<file path="src/design/circuit_id_port_extractor_core_defines.svh">
// Assertion macros shared by the circuit-id port extractor RTL.
`ifndef CIRCUIT_ID_PORT_EXTRACTOR_CORE_DEFINES_SVH
`define CIRCUIT_ID_PORT_EXTRACTOR_CORE_DEFINES_SVH

// Same-cycle implication, disabled while reset is asserted.
`define CIDPE_ASSERT_NOW(label, clk, rst_n, ante, cons, msg) \
	label: assert property (@(posedge clk) disable iff (!rst_n) (ante) |-> (cons)) \
		else $error(msg);

// Next-cycle implication, disabled while reset is asserted.
`define CIDPE_ASSERT_NEXT(label, clk, rst_n, ante, cons, msg) \
	label: assert property (@(posedge clk) disable iff (!rst_n) (ante) |=> (cons)) \
		else $error(msg);

`endif

</file>
<file path="src/design/cidpe_pkg.sv">
// Types and constants shared by the circuit-id port extractor modules.
package cidpe_pkg;

	localparam int unsigned CHAR_W   = 8;
	localparam int unsigned STATUS_W = 3;
	localparam int unsigned PORT_W   = 16;

	typedef logic [STATUS_W-1:0] status_t;

	// Result status codes.
	localparam status_t ST_OK       = 3'd0;
	localparam status_t ST_EMPTY    = 3'd1;
	localparam status_t ST_NO_SP1   = 3'd2;
	localparam status_t ST_NO_SP2   = 3'd3;
	localparam status_t ST_NO_COLON = 3'd4;

	// Characters the parser looks for.
	localparam logic [CHAR_W-1:0] CH_NUL   = 8'h00;
	localparam logic [CHAR_W-1:0] CH_SPACE = 8'h20;
	localparam logic [CHAR_W-1:0] CH_COLON = 8'h3A;
	localparam logic [CHAR_W-1:0] CH_SLASH = 8'h2F;
	localparam logic [CHAR_W-1:0] CH_ZERO  = 8'h30;
	localparam logic [CHAR_W-1:0] CH_NINE  = 8'h39;

	// Registered input byte as seen by the parser.
	typedef struct packed {
		logic              valid;
		logic [CHAR_W-1:0] char_in;
		logic              last;
	} byte_t;

	// Result handed from the parser to the output register.
	typedef struct packed {
		logic              push;
		status_t           status;
		logic [PORT_W-1:0] port;
	} res_t;

endpackage

</file>
<file path="src/design/cidpe_in_if.sv">
// Input byte channel of the circuit-id port extractor.
interface cidpe_in_if
	import cidpe_pkg::*;
();
	logic              valid;
	logic              ready;
	logic [CHAR_W-1:0] char_in;
	logic              last;

	modport source (output valid, output char_in, output last, input ready);
	modport sink (input valid, input char_in, input last, output ready);
endinterface

</file>
<file path="src/design/cidpe_out_if.sv">
// Result channel of the circuit-id port extractor.
interface cidpe_out_if
	import cidpe_pkg::*;
();
	logic              valid;
	logic              ready;
	status_t           status;
	logic [PORT_W-1:0] port;

	modport source (output valid, output status, output port, input ready);
	modport sink (input valid, input status, input port, output ready);
endinterface

</file>
<file path="src/design/circuit_id_port_extractor_core.sv">
// Circuit-id port extractor: takes a circuit-id string one byte per transfer and
// returns one status and decimal port result on the byte marked last. Bytes are taken
// at one per cycle unless a last byte is stalled; each byte passes an input register
// and combinational parse logic, and its result is written to the output register when
// the last byte leaves the input register. Only a last byte waits when the previous result
// is not yet taken, since the single output register must be free; while it waits, no
// further byte is taken. The port accumulator is PORT_BITS wide and saturates at its
// maximum; the port field carries its low 16 bits and is zero when status is not ok.
`include "circuit_id_port_extractor_core_defines.svh"

module circuit_id_port_extractor_core
	import cidpe_pkg::*;
#(
	parameter int unsigned PORT_BITS = 16
) (
	input  logic        clk,
	input  logic        arst_n,
	cidpe_in_if.sink    in_ch,
	cidpe_out_if.source out_ch
);

	byte_t byte_s1;
	res_t  res;
	logic  adv;
	logic  out_free;

	cidpe_in_stage u_in_stage (
		.clk     (clk),
		.arst_n  (arst_n),
		.in_ch   (in_ch),
		.adv     (adv),
		.byte_s1 (byte_s1)
	);

	cidpe_parser #(
		.PORT_BITS (PORT_BITS)
	) u_parser (
		.clk      (clk),
		.arst_n   (arst_n),
		.byte_s1  (byte_s1),
		.out_free (out_free),
		.adv      (adv),
		.res      (res)
	);

	cidpe_out_stage u_out_stage (
		.clk      (clk),
		.arst_n   (arst_n),
		.res      (res),
		.out_ch   (out_ch),
		.out_free (out_free)
	);

	// A failed parse never reports a port number.
	`CIDPE_ASSERT_NOW(a_port_zero_on_error, clk, arst_n, out_ch.valid && out_ch.status != ST_OK, out_ch.port == '0, "port nonzero with error status")

	// Only defined status codes leave the block.
	`CIDPE_ASSERT_NOW(a_status_known, clk, arst_n, out_ch.valid, out_ch.status == ST_OK || out_ch.status == ST_EMPTY || out_ch.status == ST_NO_SP1 || out_ch.status == ST_NO_SP2 || out_ch.status == ST_NO_COLON, "undefined status code")

	// A last byte waiting on a full output slot blocks the input.
	`CIDPE_ASSERT_NOW(a_last_blocks_input, clk, arst_n, byte_s1.valid && byte_s1.last && !out_free, !in_ch.ready, "input taken while last byte stalled")

	// A pushed result is presented in the next cycle.
	`CIDPE_ASSERT_NEXT(a_push_shows_result, clk, arst_n, res.push, out_ch.valid, "pushed result not presented")

endmodule

</file>
<file path="src/design/cidpe_in_stage.sv">
// Input register stage: holds one byte until the parser consumes it.
module cidpe_in_stage
	import cidpe_pkg::*;
(
	input  logic        clk,
	input  logic        arst_n,
	cidpe_in_if.sink    in_ch,
	input  logic        adv,
	output byte_t       byte_s1
);

	logic              valid_s1;
	logic [CHAR_W-1:0] char_s1;
	logic              last_s1;

	// The register takes a new byte whenever it is empty or being consumed.
	assign in_ch.ready = !valid_s1 || adv;

	always_ff @(posedge clk or negedge arst_n) begin
		if (!arst_n) begin
			valid_s1 <= 1'b0;
		end else if (in_ch.valid && in_ch.ready) begin
			valid_s1 <= 1'b1;
		end else if (adv) begin
			valid_s1 <= 1'b0;
		end
	end

	// Payload needs no reset.
	always_ff @(posedge clk) begin
		if (in_ch.valid && in_ch.ready) begin
			char_s1 <= in_ch.char_in;
			last_s1 <= in_ch.last;
		end
	end

	assign byte_s1 = '{valid: valid_s1, char_in: char_s1, last: last_s1};

endmodule

</file>
<file path="src/design/cidpe_parser.sv">
// Parse state and per-byte next-state logic of the port extractor.
module cidpe_parser
	import cidpe_pkg::*;
#(
	parameter int unsigned PORT_BITS = 16
) (
	input  logic  clk,
	input  logic  arst_n,
	input  byte_t byte_s1,
	input  logic  out_free,
	output logic  adv,
	output res_t  res
);

	localparam int unsigned SUM_W = PORT_BITS + 4;
	localparam int unsigned EXT_W = (PORT_BITS > PORT_W) ? PORT_BITS : PORT_W;

	typedef enum logic [2:0] {
		PH_START,
		PH_FIND_SP1,
		PH_SKIP_SP1,
		PH_FIND_SP2,
		PH_SKIP_SP2,
		PH_FIND_COLON,
		PH_DONE
	} phase_t;

	phase_t               phase_q, phase_eff, phase_d;
	logic [PORT_BITS-1:0] accum_q, accum_d;
	logic                 frozen_q, frozen_d;
	status_t              decided_q, decided_d;
	logic [CHAR_W-1:0]    c;
	logic                 is_digit;
	logic [3:0]           digit;
	logic [SUM_W-1:0]     sum;
	logic [SUM_W-1:0]     sum_max;
	logic [EXT_W-1:0]     accum_ext;
	status_t              end_status;

	// A byte is consumed unless it ends a string while the result slot is busy.
	assign adv = byte_s1.valid && (!byte_s1.last || out_free);

	assign c        = byte_s1.char_in;
	assign is_digit = (c >= CH_ZERO) && (c <= CH_NINE);
	assign digit    = 4'(c - CH_ZERO);

	// Multiply by ten as two shifts, add the digit, saturate.
	assign sum     = (SUM_W'(accum_q) << 3) + (SUM_W'(accum_q) << 1) + SUM_W'(digit);
	assign sum_max = SUM_W'({PORT_BITS{1'b1}});

	// Phases that fall through to the next one on this byte.
	always_comb begin
		phase_eff = phase_q;
		if (phase_q == PH_START && c != CH_NUL) begin
			phase_eff = PH_FIND_SP1;
		end else if (phase_q == PH_SKIP_SP1 && c != CH_SPACE) begin
			phase_eff = PH_FIND_SP2;
		end else if (phase_q == PH_SKIP_SP2 && c != CH_SPACE) begin
			phase_eff = PH_FIND_COLON;
		end
	end

	// Next parse state for the byte in the input register.
	always_comb begin
		phase_d   = phase_eff;
		accum_d   = accum_q;
		frozen_d  = frozen_q;
		decided_d = decided_q;
		unique case (phase_eff)
			PH_START: begin
				decided_d = ST_EMPTY;
				phase_d   = PH_DONE;
			end
			PH_FIND_SP1: begin
				if (c == CH_NUL) begin
					decided_d = ST_NO_SP1;
					phase_d   = PH_DONE;
				end else if (c == CH_SPACE) begin
					phase_d = PH_SKIP_SP1;
				end
			end
			PH_FIND_SP2: begin
				if (c == CH_NUL) begin
					decided_d = ST_NO_SP2;
					phase_d   = PH_DONE;
				end else if (c == CH_SPACE) begin
					phase_d = PH_SKIP_SP2;
				end
			end
			PH_FIND_COLON: begin
				if (c == CH_NUL) begin
					decided_d = ST_NO_COLON;
					phase_d   = PH_DONE;
				end else if (c == CH_COLON) begin
					decided_d = ST_OK;
					phase_d   = PH_DONE;
				end else if (c == CH_SLASH || c == CH_SPACE) begin
					accum_d  = '0;
					frozen_d = 1'b0;
				end else if (!frozen_q) begin
					if (is_digit) begin
						accum_d = (sum > sum_max) ? {PORT_BITS{1'b1}} : sum[PORT_BITS-1:0];
					end else begin
						frozen_d = 1'b1;
					end
				end
			end
			PH_SKIP_SP1, PH_SKIP_SP2, PH_DONE: begin
			end
			default: begin
			end
		endcase
	end

	// Status given when the string ends in the current phase.
	always_comb begin
		unique case (phase_d)
			PH_DONE:                  end_status = decided_d;
			PH_START, PH_FIND_SP1:    end_status = ST_NO_SP1;
			PH_SKIP_SP1, PH_FIND_SP2: end_status = ST_NO_SP2;
			default:                  end_status = ST_NO_COLON;
		endcase
	end

	assign accum_ext  = EXT_W'(accum_d);
	assign res.push   = adv && byte_s1.last;
	assign res.status = end_status;
	assign res.port   = (end_status == ST_OK) ? accum_ext[PORT_W-1:0] : '0;

	// Parse state; the last byte of a string returns it to the start.
	always_ff @(posedge clk or negedge arst_n) begin
		if (!arst_n) begin
			phase_q   <= PH_START;
			accum_q   <= '0;
			frozen_q  <= 1'b0;
			decided_q <= ST_OK;
		end else if (adv) begin
			if (byte_s1.last) begin
				phase_q   <= PH_START;
				accum_q   <= '0;
				frozen_q  <= 1'b0;
				decided_q <= ST_OK;
			end else begin
				phase_q   <= phase_d;
				accum_q   <= accum_d;
				frozen_q  <= frozen_d;
				decided_q <= decided_d;
			end
		end
	end

endmodule

</file>
<file path="src/design/cidpe_out_stage.sv">
// Output register: holds one result until the sink takes it.
module cidpe_out_stage
	import cidpe_pkg::*;
(
	input  logic         clk,
	input  logic         arst_n,
	input  res_t         res,
	cidpe_out_if.source  out_ch,
	output logic         out_free
);

	logic              valid_q;
	status_t           status_q;
	logic [PORT_W-1:0] port_q;

	// The slot can take a result if empty or emptied by a transfer this cycle.
	assign out_free = !valid_q || out_ch.ready;

	always_ff @(posedge clk or negedge arst_n) begin
		if (!arst_n) begin
			valid_q <= 1'b0;
		end else if (res.push) begin
			valid_q <= 1'b1;
		end else if (out_ch.ready) begin
			valid_q <= 1'b0;
		end
	end

	always_ff @(posedge clk) begin
		if (res.push) begin
			status_q <= res.status;
			port_q   <= res.port;
		end
	end

	assign out_ch.valid  = valid_q;
	assign out_ch.status = status_q;
	assign out_ch.port   = port_q;

endmodule
</file>
<file path="src/flat_wrapper.sv">
// flat-port wrapper written by rule: the top's interface ports become plain ports
module circuit_id_port_extractor_core_flat import cidpe_pkg::*;
#(
	parameter int unsigned PORT_BITS = 16
)
  (clk, arst_n, in_ch_valid, in_ch_char_in, in_ch_last, in_ch_ready, out_ch_valid, out_ch_status, out_ch_port, out_ch_ready);
  cidpe_in_if in_ch_i ();
  cidpe_out_if out_ch_i ();
  input  logic clk;
  input  logic arst_n;
  input wire logic [$bits(in_ch_i.valid)-1:0] in_ch_valid;
  input wire logic [$bits(in_ch_i.char_in)-1:0] in_ch_char_in;
  input wire logic [$bits(in_ch_i.last)-1:0] in_ch_last;
  output wire logic [$bits(in_ch_i.ready)-1:0] in_ch_ready;
  output wire logic [$bits(out_ch_i.valid)-1:0] out_ch_valid;
  output wire logic [$bits(out_ch_i.status)-1:0] out_ch_status;
  output wire logic [$bits(out_ch_i.port)-1:0] out_ch_port;
  input wire logic [$bits(out_ch_i.ready)-1:0] out_ch_ready;
  assign in_ch_i.valid = in_ch_valid;
  assign in_ch_i.char_in = in_ch_char_in;
  assign in_ch_i.last = in_ch_last;
  assign in_ch_ready = in_ch_i.ready;
  assign out_ch_valid = out_ch_i.valid;
  assign out_ch_status = out_ch_i.status;
  assign out_ch_port = out_ch_i.port;
  assign out_ch_i.ready = out_ch_ready;
  circuit_id_port_extractor_core #(.PORT_BITS(PORT_BITS)) u_core (.clk(clk), .arst_n(arst_n), .in_ch(in_ch_i), .out_ch(out_ch_i));
endmodule
</file>
<file path="config.mk">
export PLATFORM = sky130hd
export DESIGN_NAME = circuit_id_port_extractor_core_flat
export DESIGN_NICKNAME = d
export VERILOG_FILES = /design/src/design/cidpe_pkg.sv /design/src/design/cidpe_in_if.sv /design/src/design/cidpe_out_if.sv /design/src/design/circuit_id_port_extractor_core.sv /design/src/design/cidpe_in_stage.sv /design/src/design/cidpe_parser.sv /design/src/design/cidpe_out_stage.sv /design/src/flat_wrapper.sv
export VERILOG_INCLUDE_DIRS = /design/src /design/src/design
export SDC_FILE = /design/constraint.sdc
export NUM_CORES = 1
export LEC_CHECK = 0
export BUFFER_PORTS_ARGS = -buffer_cell sky130_fd_sc_hd__buf_4
export CAP_MARGIN = 20
export CORE_ASPECT_RATIO = 0.6
export CORE_UTILIZATION = 40
export CTS_CLUSTER_DIAMETER = 150
export DETAILED_ROUTE_END_ITERATION = 10
export MAX_ROUTING_LAYER = met4
export PLACE_DENSITY_LB_ADDON = 0.15
export SLEW_MARGIN = 40
export SYNTH_ARGS = -nofsm -noshare
export SYNTH_HDL_FRONTEND = slang
export SYNTH_SLANG_ARGS = --single-unit
</file>
<file path="constraint.sdc">
create_clock -name clk -period 3.1 [get_ports clk]
set_clock_uncertainty 0.15 [all_clocks]
set_input_delay 0.31 -clock clk [delete_from_list [all_inputs] [get_ports clk]]
set_output_delay 0.31 -clock clk [all_outputs]
set_load 0.01 [all_outputs]
</file>
==> metrics.yaml <==
status:
  outcome: "complete, but fails checks"
  violations: "negative setup slack"
sta:
  slew_headroom_pct: 66.9
  timing.final.ws_setup_ps: -4.19
  fin_crit_sh_pct: 100
  fmax_ghz: 0.322
  tightestPinTransition_ps: 490
  rsz0062_at_grt: "true"
  hold_viol: 0
  setup_viol: 1
  finalSetupTns_ps: -4.19
  whs_ps: 46.5
  min_period_ps: 3100
  final_max_slew_viol_count: 0
synthesis:
  synth.cell_area_sq_um: 3460
  synth_ff_type: "edfxtp_1"
  syn_inst: 337
  syn-num-nets: 383
  synth_compound_gate_area_share_pct: 23.6
  yosysUniqueCellTypes: 59
  post_synth_xor_area_fraction_pct: 3.29
  ys_async_sr_fraction_pct: 47.2
  ys_seq_area_share_pct: 42.3
  synth_edf_count: 28
  yosys.area_share.simple_pct: 14.1
  yosysWarnings: 0
  avgSynthCellArea_sq_um: 10.3
  synth_fa_ha_area_share_pct: 12.4
  ys_ff_latch: 53
  synth_top_family_by_area: "compound AO/OA/AOI/OAI gates"
  synth.area.mux_share_pct: 0
layout:
  stdcell_count: 491
  antenna_cells: 0
  syn_to_final_growth_pct: 18.0
  fin_nets: 428
  drive_gt1_share_pct: 21.9
  final_area_sq_um: 4090
  fillers: 767
grt:
  grt_pass1_vias: 2476
  antenna_found_initial: 0
  grt_pass1_wl_um: 13400
  track_usage_pct: 20.4
  grt_start_max_net_pins: 26
  overflow: 0
worst_setup_path:
  crit_path_end_kind: "flip-flop"
  cp_max_fo: 11
  crit_path_max_incr_delay_ps: 510
  setup.worst_path.start: "u_core.u_parser.accum_q[0]$_DFFE_PN0P_"
  path_cells: "fa_1, fa_2, a211oi_2, o211ai_1, a21oi_2, a21oi_1, a211o_1, o21a_4, a221o_1"
  startpoint_type: "flip-flop"
  worstPathRequired_ps: 3120
  worstReg2RegStart: "u_core.u_parser.accum_q[0]$_DFFE_PN0P_"
  worst-r2r-setup-slack_ps: -4
  rr_endpoint: "u_core.u_parser.accum_q[6]$_DFFE_PN0P_"
  critPathCapture: "u_core.u_parser.accum_q[6]$_DFFE_PN0P_"
  path_class: "reg -> reg"
  worst_ep_arrival_time_ps: 3130
  crit_path_top_delay_cell: "fa_1"
  r2r_cells: 9
worst_hold_path:
  hold_class: "in -> reg"
floorplanning:
  rows: 25
  pin_count: 34
  die_width_um: 122
  start_util_pct: 42.6
  chipHeight_um: 74.1
  core_sq_um: 8130
  dieArea_sq_um: 9050
job:
  maxCapViolCount: 0
placed_design:
  dpl.hpwl_um: 6380
  gp_congestion: 0.879
  place_area_sq_um: 3890
  dp.cells: 478
  port_buffers: 33
power_and_ir_drop:
  ir_worst_vdd_uv: 214
  leakage_nw: 1.81
  powerDensity_nw_per_um2: 354
drt:
  viasPerCell: 5.64
  vias: 2771
  finalWirelength_um: 8440
  antenna_left: 0
  drc_errors: 0
  dr.pass1.iters: 5
  wl_per_cell_um: 17.2
  drtIter0Drc: 177
cts:
  clk_pin_slew_ps: 70
  numClockSinks: 53
  cts_tree: "built"
  cts_max_path_buffers: 2
  root_buffer: "clkbuf_16"
  htreeDepth: 2
  numCtsBuffers: 5
  clk_latency_ps: 290
[worst min path at each step]
stage	slack, ps	to	startpoint	depth (start not counted)
final	50	u_core.u_in_stage.last_s1$_DFFE_PP_	in_ch_last	1
after global routing	30	u_core.u_in_stage.last_s1$_DFFE_PP_	in_ch_last	1
after floorplan	-140	u_core.u_in_stage.valid_s1$_DFFE_PN0P_	arst_n	0
after detailed placement	90	u_core.u_parser.phase_q[2]$_DFFE_PN0P_	arst_n	1
after global placement	90	u_core.u_parser.phase_q[2]$_DFFE_PN0P_	arst_n	1
after CTS	40	u_core.u_in_stage.char_s1[2]$_DFFE_PP_	in_ch_char_in[2]	1
[worst max-delay path, delay by kind of cell, from the launching register on]
| family | cells | cell delay [ps] |
|---|---|---|
| fa+ha+maj | 2 | 880 |
| compound gates | 7 | 1510 |
| flops | 1 | 440 |
[placed cells by master, fill, tap and decap left out, types with 2 or more instances in the layout]
cell / synthesis / routed
a211oi_2: 1 / 4
a21o_1: 6 / 6
a21oi_1: 31 / 30
a21oi_2: 1 / 2
a221o_1: 11 / 11
a22o_1: 2 / 2
a22oi_1: 2 / 2
a311oi_1: 3 / 3
and2_1: 2 / 2
and2_4: 2 / 2
and3_1: 3 / 3
buf_4: 1 / 58
clkbuf_1: 10 / 3
clkbuf_16: 0 / 5
dfrtp_1: 25 / 24
edfxtp_1: 28 / 28
ha_1: 31 / 30
inv_1: 8 / 8
nand2_1: 22 / 22
nand2b_1: 4 / 4
nand3_1: 3 / 3
nand4_1: 4 / 4
nor2_1: 25 / 25
nor2b_1: 4 / 4
nor3_1: 9 / 9
nor4_1: 3 / 3
nor4bb_1: 2 / 2
o2111ai_1: 2 / 2
o211ai_1: 6 / 6
o21a_1: 12 / 12
o21ai_0: 16 / 15
o21ai_1: 1 / 2
o22ai_1: 5 / 5
or3_1: 3 / 3
xnor2_1: 9 / 9
xor2_1: 4 / 4
[sequential cells by signal, indices dropped and copies added (netlist names)]
name / flops
u_core.u_out_stage.out_ch.port: 16
u_core.u_parser.accum_q: 16
u_core.u_in_stage.char_s1: 8
u_core.u_out_stage.out_ch.status: 3
u_core.u_parser.decided_q: 3
u_core.u_parser.phase_q: 3
u_core.u_in_stage.last_s1: 1
u_core.u_in_stage.valid_s1: 1
u_core.u_out_stage.out_ch.valid: 1
u_core.u_parser.frozen_q: 1
[cell usage after synthesis (6+ instances only)]
cell type | number | area share [%]
a21o_1 | 6 | 1.3
a21oi_1 | 31 | 4.5
a221o_1 | 11 | 3.2
buf_2 | 6 | 0.87
clkbuf_1 | 10 | 1.1
dfrtp_1 | 25 | 18
edfxtp_1 | 28 | 24
ha_1 | 31 | 11
inv_1 | 8 | 0.87
nand2_1 | 22 | 2.4
nor2_1 | 25 | 2.7
nor3_1 | 9 | 1.3
o211ai_1 | 6 | 1.3
o21a_1 | 12 | 2.6
o21ai_0 | 16 | 2.3
xnor2_1 | 9 | 2.3
[cells by family (layout without fill, tap and decap cells)]
family | count (synthesis) | count (layout)
AO/OA/AOI/OAI | 115 | 115
adder cells (fa/ha/maj) | 33 | 33
AND/OR/NAND/NOR | 94 | 94
XOR/XNOR | 13 | 13
buffers and inverters | 29 | 75
flip-flops | 53 | 53
[power breakdown]
part	switching (mW)	total (mW)	internal, mW	leakage (nW)
registers	0.0211	0.789	0.768	0.607
logic	0.0681	0.118	0.0500	1.13
clock network	0.240	0.541	0.301	0.0652
total	0.329	1.45	1.12	1.81
[routing by layer]
layer / part of all wire, % / vias to the layer above / track usage [%]
met3: 8.9 / 2 / 5.29
met2: 36 / 136 / 24.9
met1: 54 / 1273 / 32.7
met4: 0.28 / 0 / 2.85
li1: - / 1360 / -
met5: 0 / - / -
[repair_timing]
item | CTS | global route
setup endpoints to repair | 13 | 16
endpoints found under the hold margin | 25 | 0
hold buffers | 1 | 0
buffers inserted | 3 | 1
resized for setup | 4 | 1
[stage by stage]
stage	power (mW)	util, %	setup WS (ps)
floorplan	0.859	-	16.4
global placement	0.919	47.9	7.98
detailed placement	0.919	47.9	-92.3
CTS	1.46	50.1	0.405
global route	1.50	50.2	-126
finish	1.45	50.2	-4.19
[final cells by class]
cell class / count / area (sq um) / area share (%)
clock buffers: 8 / 136 / 3.34
flip-flops and latches: 53 / 1470 / 35.9
inverters: 8 / 30.0 / 0.735
well taps: 108 / 135 / 3.31
multi-input cells: 255 / 1870 / 45.8
repair buffers: 59 / 445 / 10.9
Note: power is estimated with default switching activity, not from simulation.
